<file path="src/hdl/cluster_start_proximity_veto_top_assert.svh">
// ----------------------------------------------------------------------------
// Cluster start proximity veto: assertion macros
// Shorthand for the concurrent checks at the end of the top level.
// ----------------------------------------------------------------------------
`ifndef CLUSTER_START_PROXIMITY_VETO_TOP_ASSERT_SVH
`define CLUSTER_START_PROXIMITY_VETO_TOP_ASSERT_SVH

// same-cycle implication, clocked on clock, off during reset
`define CSPV_ASSERT_IMP(label, ante, cons) \
   label: assert property (@(posedge clock) disable iff (reset) (ante) |-> (cons)) \
      else $error("cspv: same-cycle check failed");

// next-cycle implication, clocked on clock, off during reset
`define CSPV_ASSERT_NXT(label, ante, cons) \
   label: assert property (@(posedge clock) disable iff (reset) (ante) |=> (cons)) \
      else $error("cspv: next-cycle check failed");

`endif

</file>
<file path="src/hdl/cspv_pkg.sv">
`timescale 1ns / 1ps
// ----------------------------------------------------------------------------
// Cluster start proximity veto package
// Shared widths, codes, state type and controller/datapath interface structs.
// ----------------------------------------------------------------------------
package cspv_pkg;

   // default depth of each hit store
   localparam int MAX_HITS_DEF = 256;

   // field widths
   localparam int OP_W      = 3;
   localparam int COORD_W   = 16;
   localparam int HIT_W     = 2 * COORD_W;
   localparam int SEP_W     = 16;
   localparam int MINHITS_W = 9;
   localparam int CSR_IDX_W = 1;
   localparam int TRIG_W    = 2;

   // register reset values
   localparam logic [SEP_W-1:0]     MIN_SEP_RESET  = 16'd51;
   localparam logic [MINHITS_W-1:0] MIN_HITS_RESET = 9'd25;

   // register indexes
   localparam logic [CSR_IDX_W-1:0] REG_MIN_SEPARATION = 1'd0;
   localparam logic [CSR_IDX_W-1:0] REG_MIN_HITS       = 1'd1;

   // item opcodes
   localparam logic [OP_W-1:0] OP_HIT_ONE   = 3'd0;
   localparam logic [OP_W-1:0] OP_HIT_TWO   = 3'd1;
   localparam logic [OP_W-1:0] OP_START_ONE = 3'd2;
   localparam logic [OP_W-1:0] OP_START_TWO = 3'd3;
   localparam logic [OP_W-1:0] OP_EVAL      = 3'd4;

   // trigger point codes
   typedef enum logic [TRIG_W-1:0] {
      TRIG_NONE  = 2'd0,
      TRIG_START = 2'd1,
      TRIG_LEFT  = 2'd2
   } trig_type;

   // controller states
   typedef enum logic [3:0] {
      ST_IDLE,
      ST_CHECK,
      ST_SCAN_START,
      ST_DRAIN_START,
      ST_SCAN_LEFT,
      ST_DRAIN_LEFT,
      ST_SCAN_HIT,
      ST_DRAIN_HIT,
      ST_FINISH
   } state_type;

   // controller to datapath commands
   typedef struct packed {
      logic     accept;       // input item taken this cycle
      logic     latch;        // evaluate: pick big cluster, clear counts and start points
      logic     scan_init;    // restart the list walk
      logic     scan_big;     // walk the big list (leftmost search) or the other list
      logic     issue;        // read the next list entry
      logic     clear_close;  // clear the proximity flag
      logic     out_load;     // load the result register
      trig_type out_trig;     // trigger point of the result
   } cmd_type;

   // datapath to controller status
   typedef struct packed {
      logic veto_en;    // big cluster is non-empty and holds at least min_hits hits
      logic scan_done;  // every entry of the walked list was issued
      logic pipe_busy;  // reads or distance stages still in flight
      logic close;      // a hit lay closer than min_separation
      logic out_busy;   // result register holds an item not yet taken
   } status_type;

endpackage

</file>
<file path="src/hdl/cspv_ctrl.sv">
`timescale 1ns / 1ps
// ----------------------------------------------------------------------------
// Cluster start proximity veto controller
// Takes items, sequences the start-point check, the leftmost search and
// the leftmost-hit check, and hands the result to the output register.
// ----------------------------------------------------------------------------
module cspv_ctrl (
   input  logic                      clock,
   input  logic                      reset,
   input  logic                      req_valid,
   input  logic [cspv_pkg::OP_W-1:0] req_opcode,
   output logic                      req_ready,
   input  cspv_pkg::status_type      status,
   output cspv_pkg::cmd_type         cmd
);
   import cspv_pkg::*;

   state_type state_ff, state_in;
   trig_type  trig_ff, trig_in;

   // state and pending trigger code
   always_ff @(posedge clock) begin
      if (reset) begin
         state_ff <= ST_IDLE;
         trig_ff  <= TRIG_NONE;
      end else begin
         state_ff <= state_in;
         trig_ff  <= trig_in;
      end
   end

   // next state and commands
   always_comb begin
      state_in        = state_ff;
      trig_in         = trig_ff;
      req_ready       = 1'b0;
      cmd.accept      = 1'b0;
      cmd.latch       = 1'b0;
      cmd.scan_init   = 1'b0;
      cmd.scan_big    = 1'b0;
      cmd.issue       = 1'b0;
      cmd.clear_close = 1'b0;
      cmd.out_load    = 1'b0;
      cmd.out_trig    = trig_ff;
      case (state_ff)
         ST_IDLE: begin
            req_ready  = 1'b1;
            cmd.accept = req_valid;
            if (req_valid && (req_opcode == OP_EVAL)) begin
               cmd.latch = 1'b1;
               state_in  = ST_CHECK;
            end
         end
         ST_CHECK: begin
            if (status.veto_en) begin
               cmd.scan_init   = 1'b1;
               cmd.clear_close = 1'b1;
               state_in        = ST_SCAN_START;
            end else begin
               trig_in  = TRIG_NONE;
               state_in = ST_FINISH;
            end
         end
         // other list against the start point
         ST_SCAN_START: begin
            if (status.scan_done) begin
               state_in = ST_DRAIN_START;
            end else begin
               cmd.issue = 1'b1;
            end
         end
         ST_DRAIN_START: begin
            if (!status.pipe_busy) begin
               if (status.close) begin
                  trig_in  = TRIG_START;
                  state_in = ST_FINISH;
               end else begin
                  cmd.scan_init = 1'b1;
                  cmd.scan_big  = 1'b1;
                  state_in      = ST_SCAN_LEFT;
               end
            end
         end
         // big list walk for the leftmost hit
         ST_SCAN_LEFT: begin
            if (status.scan_done) begin
               state_in = ST_DRAIN_LEFT;
            end else begin
               cmd.issue = 1'b1;
            end
         end
         ST_DRAIN_LEFT: begin
            if (!status.pipe_busy) begin
               cmd.scan_init   = 1'b1;
               cmd.clear_close = 1'b1;
               state_in        = ST_SCAN_HIT;
            end
         end
         // other list against the leftmost hit
         ST_SCAN_HIT: begin
            if (status.scan_done) begin
               state_in = ST_DRAIN_HIT;
            end else begin
               cmd.issue = 1'b1;
            end
         end
         ST_DRAIN_HIT: begin
            if (!status.pipe_busy) begin
               trig_in  = status.close ? TRIG_LEFT : TRIG_NONE;
               state_in = ST_FINISH;
            end
         end
         ST_FINISH: begin
            if (!status.out_busy) begin
               cmd.out_load = 1'b1;
               state_in     = ST_IDLE;
            end
         end
         default: begin
            state_in = ST_IDLE;
         end
      endcase
   end

endmodule

</file>
<file path="config.mk">
export PLATFORM = sky130hd
export DESIGN_NAME = cspv_ctrl
export DESIGN_NICKNAME = d
export VERILOG_FILES = /design/src/hdl/cluster_start_proximity_veto_top_assert.svh /design/src/hdl/cspv_pkg.sv /design/src/hdl/cspv_ctrl.sv
export SDC_FILE = /design/constraint.sdc
export NUM_CORES = 1
export LEC_CHECK = 0
export BUFFER_PORTS_ARGS = -buffer_cell sky130_fd_sc_hd__buf_2
export CELL_PAD_IN_SITES_DETAIL_PLACEMENT = 0
export CELL_PAD_IN_SITES_GLOBAL_PLACEMENT = 1
export CORE_MARGIN = 10
export CORE_UTILIZATION = 35
export CTS_CLUSTER_SIZE = 12
export DETAILED_ROUTE_END_ITERATION = 8
export HOLD_SLACK_MARGIN = 0.06
export PLACE_DENSITY = 0.82
export SLEW_MARGIN = 20
export SYNTH_ARGS = -nofsm -noshare
export SYNTH_HDL_FRONTEND = slang
export SYNTH_SLANG_ARGS = --single-unit
</file>
<file path="constraint.sdc">
create_clock -name clock -period 4 [get_ports clock]
set_clock_uncertainty 0.05 [all_clocks]
set_input_delay 0.8 -clock clock [delete_from_list [all_inputs] [get_ports clock]]
set_output_delay 0.8 -clock clock [all_outputs]
set_load 0.005 [all_outputs]
</file>
==> impl_metrics.py, run 1 <==
metrics = {
    "outcome": {
        "status": "completed",
    },
    "clock_tree": {
        "holdBufCountCts": 0,
        "cts_resized": 0,
        "root_buffer": "clkbuf_4",
        "cts_sinks": 6,
        "clock_latency_ps": 240,
        "clkTransAtPathRegs_ps": 40,
        "cts-htree-levels": 1,
        "cts_tree": "built",
        "post_cts_buffers": 0,
        "clk_path_buf_depth": 2,
        "cts_buffers": 3,
    },
    "setup_path": {
        "cp_max_fo": 3,
        "worstSetupStartpointType": "input port",
        "crit_arrival_ps": 1590,
        "rrSetupSlack_ps": 2280,
        "crit_start": "status[3]",
        "endpoint_kind": "primary output",
        "r2r_start": "state_ff[2]",
        "crit_required_ps": 3150,
        "setup.worst_path.class": "input port to primary output",
    },
    "sta": {
        "rsz0062_at_grt": "no",
        "tightest_slew_ps": 503.2,
        "hold_viol": 0,
        "slew_violations": 0,
        "min_period_over_period_pct": 61.04,
        "min_period_ps": 2442,
        "final.setup.tns_ps": 0,
        "layout_setup_ws_ps": 1558,
        "max_freq_ghz": 0.4095,
        "relSlewSlack_pct": 66.41,
        "setup_viol_count_final": 0,
    },
    "worst_hold_path": {
        "min_from": "trig_ff[1]",
        "hold_path.class": "flop to flop",
    },
    "die": {
        "num_rows": 13,
        "initial_utilization_pct": 38.28,
        "dieHeight_um": 58.43,
        "die_w_um": 58.43,
        "die_area_sq_um": 3413,
        "pin_count": 21,
        "core-area_sq_um": 1350,
    },
    "synthesis": {
        "netlist.area_leader.share_pct": 23.24,
        "syn_area_sq_um": 516.7,
        "ys_seq_area_share_pct": 23.24,
        "synthCells": 56,
        "synthTopCellsByArea": "dfxtp_1 (23%), buf_6 (6.5%), a21oi_1 (5.8%)",
        "synth_cell_types": 31,
        "yosysWarnings": 0,
        "synth_nets": 67,
        "synth_largest_area_cell": "dfxtp_1",
        "avgSynthCellArea_sq_um": 9.228,
        "synth_seq_cells": 6,
    },
    "route": {
        "ant_nets": 0,
        "wl_per_cell_um": 14.37,
        "viasPerCell": 5.211,
        "vias": 469,
        "firstDrtPassIters": 4,
        "drt-initial-drc-count": 9,
        "drc_errors": 0,
        "totalWireLength_mm": 1.293,
    },
    "pwr": {
        "powerDensity_nw_per_um2": 447.8,
        "netSwitchingFraction_pct": 36.83,
        "ir_worst_vdd_uv": 263.0,
        "finalPower_uw": 276.2,
        "clkPwrFrac_pct": 19.7,
        "leakagePower_uw": 0.0002725,
        "pwr-share-comb_pct": 45.6,
        "p_seq_share_pct": 34.8,
        "internal_power_uw": 174.5,
        "p_switching_uw": 101.7,
    },
    "layout": {
        "fin_util_pct": 45.69,
        "fin_nets": 88,
        "syn2layout_area_growth_pct": 19.37,
        "n_antenna_cell": 0,
        "layout-drive-gt1-share_pct": 44.00,
        "n_fill_cell": 154,
    },
    "global_routing": {
        "antenna_found_initial": 0,
        "grt_pass1_wl_mm": 2.263,
        "grt_overflow": 0,
        "grt_pass1_vias": 467,
        "grt_usage_pct": 8.067,
        "grt_max_degree": 14,
    },
    "placement": {
        "place.gp.congestion": 0.7052,
        "pre_cts_slack_ps": 1561,
        "hpwl_mm": 1.047,
        "io_buffers": 20,
    },
    "run": {
        "cap_violations": 0,
    },
}
-- power by group through the flow --
stage	registers (uW)	logic, uW	clock network [uW]
floorplan	75.4	123	0
global placement	96.6	127	0
detailed placement	97.3	129	0
global route	98.9	142	59.1
finish	96.1	126	54.3
CTS	96.0	129	56.5
-- metal layers --
layer,wire length (um),vias to the layer above,share of wire [%],track usage [%]
li1,-,247,-,-
met1,593,209,46,10.46
met2,595,13,46,11.53
met3,105,0,8.1,4.506
met4,0,0,0,1.007
met5,0,-,0,0
-- Yosys cell counts --
| cell | n |
|---|---|
| nand4bb_1 | 2 |
| or3_4 | 1 |
| nor2_4 | 1 |
| o211ai_4 | 1 |
| nor3_2 | 1 |
| mux2_4 | 1 |
| nor2b_1 | 1 |
| buf_6 | 3 |
| dfxtp_1 | 6 |
| nor4b_1 | 1 |
| a21bo_2 | 1 |
| nand3b_1 | 2 |
| o21bai_4 | 1 |
| o21ba_2 | 1 |
| nand2_1 | 3 |
| and2_1 | 1 |
| or4_1 | 1 |
| nand4b_1 | 2 |
| nor4bb_1 | 1 |
| nor2_1 | 3 |
| or3b_2 | 1 |
| a2111o_1 | 1 |
| o21ai_0 | 2 |
| nand2b_1 | 4 |
| nor4_2 | 1 |
| inv_1 | 2 |
| a21oi_1 | 6 |
| nor3b_1 | 1 |
| o41ai_1 | 1 |
| buf_4 | 1 |
| nor3_1 | 2 |
-- stage by stage --
step,cells,hold slack (ps),cell area (sq um)
floorplan,56,409.7,516.7
detailed placement,87,418.6,594.3
global placement,87,407.4,594.3
CTS,90,425.1,616.8
global route,90,437.3,616.8
finish,90,420.6,616.8
-- sequential cells by signal (all words and copies together) (netlist names) --
register,cells
trig_ff,2
state_ff,4
-- final timing paths --
| check | endpoint | cells past startpoint |
|---|---|---|
| min reg2reg | trig_ff[1] | 2 |
| max reg2reg | trig_ff[1] | 4 |
| min | trig_ff[1] | 2 |
| max | cmd[4] | 4 |
-- cells in the final DEF, fill, tap and decap left out, types with 2 or more instances in the layout --
master,synthesis,layout
nand4b_1,2,2
nand3b_1,2,2
dfxtp_1,6,6
inv_1,2,2
nor2_1,3,3
nand2_1,3,3
a21oi_1,6,6
nand4bb_1,2,2
buf_2,0,20
nor3_1,2,2
clkbuf_4,0,3
nand2b_1,4,4
o21ai_0,2,2
-- final cells by class --
type	count	area, sq um	share of cell area (%)
inverter	2	7.507	1.217
tap	15	18.77	3.043
timing repair buffer	20	100.1	16.23
multi-input combinational	44	347.8	56.39
sequential	6	120.1	19.47
clock buffer	3	22.52	3.651
-- worst max-delay path: stages --
cell and delay [ps]:
buf_2 90, or3_4 340, nor2_1 200, buf_2 160
-- cells by family (layout without fill, tap and decap cells) --
family	after synthesis	after routing	share of synthesized area [%]
compound gates	14	14	23.25
buf+inv	6	25	9.444
flops	6	6	23.25
mux	1	1	2.905
simple gates	29	29	41.16
(Power assumes the default switching activity.)
==> run 2: changes to the inputs <==
Settings changed: ABC_AREA set to 1, CORE_ASPECT_RATIO set to 1.25, CORE_UTILIZATION 35 to 26, PLACE_DENSITY 0.82 to 0.73.
Clock period 4 ns to 2.1 ns, I/O delays scaled along.
==> impl_metrics.py, run 2 <==
metrics = {
    "outcome": {
        "status": "completed",
    },
    "clock_tree": {
        "cts-htree-levels": 1,
        "cts_sinks": 6,
        "clkTransAtPathRegs_ps": 50,
        "cts_tree": "built",
        "holdBufCountCts": 0,
        "root_buffer": "clkbuf_4",
        "clock_latency_ps": 240,
        "clk_path_buf_depth": 2,
        "cts_resized": 0,
        "post_cts_buffers": 0,
        "cts_buffers": 3,
    },
    "synthesis": {
        "netlist.area_leader.share_pct": 23.82,
        "synth_edf_count": 0,
        "synth_common_cells": "nand2_1 (20), nor2_1 (17), inv_1 (9)",
        "synth_compound_area_share_pct": 5.707,
        "yosysWarnings": 0,
        "synth_nets": 99,
        "synthTopCellsByArea": "dfxtp_1 (24%), nand2_1 (15%), nor2_1 (13%)",
        "synth_cell_types": 18,
        "async_reset_ff_share_pct": 0,
        "synth_largest_area_cell": "dfxtp_1",
        "syn_area_sq_um": 504.2,
        "synth_seq_cells": 6,
        "synth.mux.area_fraction_pct": 0,
        "synth_flop_cell": "dfxtp_1",
        "synth_adder_area_share_pct": 0,
        "yosys.area_share.simple_pct": 59.31,
        "synthCells": 88,
        "synth_top_family_by_area": "simple AND/OR/NAND/NOR gates",
        "ys_seq_area_share_pct": 23.82,
        "synth_xor_area_share_pct": 0,
        "avgSynthCellArea_sq_um": 5.730,
        "post-synth-top-count-cell": "nand2_1",
    },
    "pwr": {
        "ir_worst_vdd_uv": 417.9,
        "powerDensity_nw_per_um2": 1206,
        "leakagePower_uw": 0.0003881,
    },
    "global_routing": {
        "grt_pass1_wl_mm": 2.470,
        "grt_pass1_vias": 601,
        "grt_max_degree": 7,
        "grt_usage_pct": 7.273,
        "grt_overflow": 0,
        "antenna_found_initial": 0,
    },
    "placement": {
        "hpwl_mm": 1.229,
        "io_buffers": 20,
        "place.gp.congestion": 0.7766,
        "dpl-instance-area_sq_um": 628.1,
        "pre_cts_slack_ps": 494.9,
        "dp.cells": 127,
    },
    "die": {
        "die_area_sq_um": 4112,
        "dieHeight_um": 69.24,
        "pin_count": 21,
        "initial_utilization_pct": 27.89,
        "die_w_um": 59.39,
        "core-area_sq_um": 1808,
        "num_rows": 17,
    },
    "setup_path": {
        "setup.worst_path.class": "flop to primary output",
        "r2r_cells": 9,
        "r2r_start": "state_ff[0]",
        "crit_arrival_ps": 1390,
        "endpoint_kind": "primary output",
        "worstSetupStartpointType": "flop",
        "r2r-end": "state_ff[0]",
        "crit_required_ps": 1630,
        "rrSetupSlack_ps": 760,
        "cp_max_fo": 6,
    },
    "worst_hold_path": {
        "min_from": "reset",
        "hold_depth": 2,
        "hold_path.class": "input port to flop",
        "holdPathEnd": "trig_ff[0]",
    },
    "sta": {
        "hold_viol": 0,
        "rsz0062_at_grt": "no",
        "max_freq_ghz": 0.5362,
        "final.setup.tns_ps": 0,
        "min_period_over_period_pct": 88.80,
        "tightest_slew_ps": 244.5,
        "relSlewSlack_pct": 83.67,
        "min_period_ps": 1865,
        "setup_viol_count_final": 0,
        "layout_setup_ws_ps": 235.1,
        "slew_violations": 0,
    },
    "run": {
        "cap_violations": 0,
    },
    "layout": {
        "syn2layout_area_growth_pct": 29.03,
        "multi_input_area_sq_um": 327.8,
        "seqCellArea_sq_um": 120.1,
        "n_fill_cell": 220,
        "top_register": "state_ff",
        "fin_nets": 124,
        "final_cell_mix": "nand2_1 (20), buf_2 (20), nor2_1 (17)",
        "reg_top3": "state_ff: 4 flops, trig_ff: 2 flops",
        "largest_reg_flops": 4,
        "n_antenna_cell": 0,
        "fin_util_pct": 35.99,
        "layout-drive-gt1-share_pct": 39.64,
        "final_area_sq_um": 650.6,
        "layout.cells.non_filler": 130,
    },
    "route": {
        "viasPerCell": 4.492,
        "drt-initial-drc-count": 11,
        "ant_nets": 0,
        "wl_per_cell_um": 10.74,
        "totalWireLength_mm": 1.396,
        "firstDrtPassIters": 4,
        "drc_errors": 0,
        "vias": 584,
    },
}
==> run 2: cell count changes in the layout (fill, tap and decap cells not counted), moves of 2 or more <==
| cell | before | now |
|---|---|---|
| nand2_1 | 3 | 20 |
| nor2_1 | 3 | 17 |
| inv_1 | 2 | 9 |
| inv_2 | 0 | 6 |
| nand2_2 | 0 | 6 |
| nand3_1 | 0 | 6 |
| nor2_2 | 0 | 6 |
| a21oi_1 | 6 | 1 |
| nand2b_1 | 4 | 0 |
| nand4b_1 | 2 | 0 |
| nand4bb_1 | 2 | 0 |
| nor3_1 | 2 | 0 |
| o21ai_1 | 0 | 2 |
==> run 2: kinds of logic (layout without fill, tap and decap cells) <==
logic type,after synthesis,after routing
AOI/OAI and AO/OA,5,5
DFF,6,6
buffers and inverters,15,38
and+or+nand+nor,62,62
==> run 2: routing by layer <==
metal | GRT usage, % | share of wire [%] | wire (um) | up-vias
li1 | - | - | - | 319
met1 | 7.534 | 39 | 543 | 243
met2 | 11.42 | 49 | 682 | 22
met3 | 4.205 | 12 | 169 | 0
met4 | 3.053 | 0 | 0 | 0
met5 | 0 | 0 | 0 | -
==> run 2: worst max path at each step <==
stage / end / start / cells after the start / slack (ps)
5_1_grt: cmd[6] / state_ff[0] / 6 / 50
3_3_place_gp: cmd[6] / state_ff[1] / 6 / 470
2_1_floorplan: cmd[6] / state_ff[0] / 5 / 640
4_1_cts: cmd[6] / state_ff[0] / 6 / 220
6_report: cmd[6] / state_ff[0] / 6 / 240
3_5_place_dp: cmd[6] / state_ff[1] / 6 / 490
==> run 2: layout make-up <==
class | instances | share of cell area, %
multi-input cells | 67 | 50.38
clock buffers | 3 | 3.462
flip-flops and latches | 6 | 18.46
repair buffers | 20 | 15.38
inverters | 15 | 8.654
well taps | 19 | 3.654
==> run 2: stage by stage <==
step | total power [uW] | hold WS [ps]
CTS | 798.9 | 298.5
global placement | 690.8 | 401.7
floorplan | 550.6 | 409.3
detailed placement | 684.3 | 405.8
global route | 893.4 | 292.2
finish | 784.3 | 307.1
==> run 2: critical path, stage by stage, from the launching register on <==
cell	delay, ps
dfxtp_1	450
nand2_2	120
nor2_2	140
nand2_1	110
nor2_1	130
or2_1	110
buf_2	100
==> run 2: power breakdown <==
part / leakage, uW / internal, uW / switching [uW]
registers: 0.0000493 / 150 / 46.2
clock network: 0.0000138 / 64.8 / 43.6
logic: 0.000325 / 185 / 295
total: 0.000388 / 400 / 385
==> run 3: changes to the inputs <==
Clock period 2.1 ns to 1.69 ns, I/O delays scaled along.
==> impl_metrics.py, run 3 (synthesized netlist as in run 2, its figures left out) <==
metrics = {
    "clock_tree": {
        "cts_sinks": 6,
        "clkTransAtPathRegs_ps": 50,
        "root_buffer": "clkbuf_4",
        "clk_path_buf_depth": 2,
        "cts_tree": "built",
        "clock_latency_ps": 250,
        "cts_buffers": 3,
        "cts-htree-levels": 1,
    },
    "die": {
        "dieHeight_um": 69.24,
        "die_w_um": 59.39,
        "core-area_sq_um": 1808,
        "pin_count": 21,
        "num_rows": 17,
        "die_area_sq_um": 4112,
        "initial_utilization_pct": 27.89,
    },
    "sta": {
        "holdWs_ps": 218.2,
        "slew_violations": 0,
        "setup_viol_count_final": 0,
        "relSlewSlack_pct": 85.32,
        "hold_viol": 0,
        "max_freq_ghz": 0.6111,
        "min_period_ps": 1636,
        "tightest_slew_ps": 218.2,
        "min_period_over_period_pct": 96.83,
    },
    "global_routing": {
        "grt_pass1_vias": 601,
        "grt_overflow": 0,
        "grt_pass1_wl_mm": 2.470,
        "antenna_found_initial": 0,
        "busiest_layer": "met2",
        "grt_util_met2_pct": 11.42,
        "met3_usage_pct": 4.205,
        "grt_usage_pct": 7.273,
        "grtUsageMet1_pct": 7.534,
        "grt_max_degree": 7,
    },
    "pwr": {
        "ir_worst_vdd_uv": 568.8,
        "p_seq_share_pct": 25.0,
        "pwr-share-comb_pct": 62.6,
        "finalPower_uw": 1114,
        "p_switching_uw": 542.3,
        "netSwitchingFraction_pct": 48.67,
        "powerDensity_nw_per_um2": 1472,
        "leakagePower_uw": 0.0004345,
        "clkPwrFrac_pct": 12.5,
        "internal_power_uw": 572.0,
    },
    "route": {
        "viasPerCell": 4.515,
        "ant_nets": 0,
        "wl_per_cell_um": 11.90,
        "drt-initial-drc-count": 12,
        "totalWireLength_mm": 1.619,
        "firstDrtPassIters": 4,
        "vias": 614,
        "drc_errors": 0,
    },
    "layout": {
        "reg_top3": "state_ff: 4 flops, trig_ff: 2 flops",
        "final_cell_mix": "buf_2 (20), nand2_1 (18), nor2_1 (16)",
        "syn2layout_area_growth_pct": 50.12,
        "final_area_sq_um": 757.0,
        "final_common_cell": "buf_2",
        "largest_reg_flops": 4,
        "layout-drive-gt1-share_pct": 49.57,
        "top_register": "state_ff",
        "n_antenna_cell": 0,
        "fin_nets": 130,
    },
    "setup_path": {
        "r2r_cells": 10,
        "crit_arrival_ps": 1250,
        "crit_required_ps": 1300,
        "setup.worst_path.class": "flop to primary output",
        "endpoint_kind": "primary output",
        "worstSetupStartpointType": "flop",
        "cp_max_fo": 4,
    },
    "placement": {
        "hpwl_mm": 1.229,
        "io_buffers": 20,
        "place.gp.congestion": 0.7766,
        "dpl-instance-area_sq_um": 628.1,
    },
    "run": {
        "cap_violations": 0,
    },
    "worst_hold_path": {
        "hold_depth": 2,
        "hold_path.class": "input port to flop",
    },
    "outcome": {
        "status": "completed",
    },
}
## run 3: cell types whose count changed in the layout (fill, tap and decap cells not counted), moves of 3 or more
cell	delta
dfxtp_1	-4
dfxtp_4	+4
buf_4	+6
nor2_2	-3
nor2_4	+4
## run 3: worst max-delay path: stages (launching register included)
cell and delay, ps:
dfxtp_4 400, inv_4 60, nand2_4 70, nor2_4 40, nand2_4 60, nor2_2 40
or2_1 210, buf_2 120
## run 3: final timing paths
check                                 start           to  slack [ps]
worst max-delay path            state_ff[3]       cmd[6]          50
worst min-delay path                  reset   trig_ff[0]         220
worst max register to register  state_ff[2]  state_ff[0]         350
worst min register to register   trig_ff[0]   trig_ff[0]         420
## run 3: cell type report
cell class	instances	area, sq um
Clock buffer	3	22.52
Fill cell	203	1051
Inverter	15	61.31
Multi-Input combinational cell	67	369.1
Sequential cell	6	135.1
Tap cell	19	23.77
Timing Repair Buffer	26	145.1
## run 3: per-layer routing
metal | share of wire (%) | wire [um] | vias to the layer above
li1 | - | - | 334
met1 | 37 | 598 | 260
met2 | 53 | 854 | 18
met3 | 9.3 | 150 | 2
met4 | 0.99 | 16 | 0
met5 | 0 | 0 | -
## run 3: timing repair
item                                    4_1_cts  5_1_grt
endpoints found under the setup margin        2        2
hold buffers                                  0        0
resized for setup                             5       15
pin swaps                                     0        2
setup buffers                                 0        6
## run 3: power by group through the flow
| stage | combinational, uW | sequential, uW | clock, uW |
|---|---|---|---|
| floorplan | 447 | 237 | 0 |
| global placement | 612 | 246 | 0 |
| detailed placement | 604 | 246 | 0 |
| CTS | 608 | 251 | 143 |
| global route | 811 | 285 | 153 |
| finish | 697 | 278 | 139 |
## run 3: per-stage QoR
step	util, %	std cells	TNS (ps)	setup WS (ps)
floorplan	-	88	0	312.4
global placement	34.74	127	0	143.1
detailed placement	34.74	127	0	166.9
CTS	36.40	130	0	2.376
global route	41.87	136	-17.69	-17.69
finish	41.87	136	0	53.58
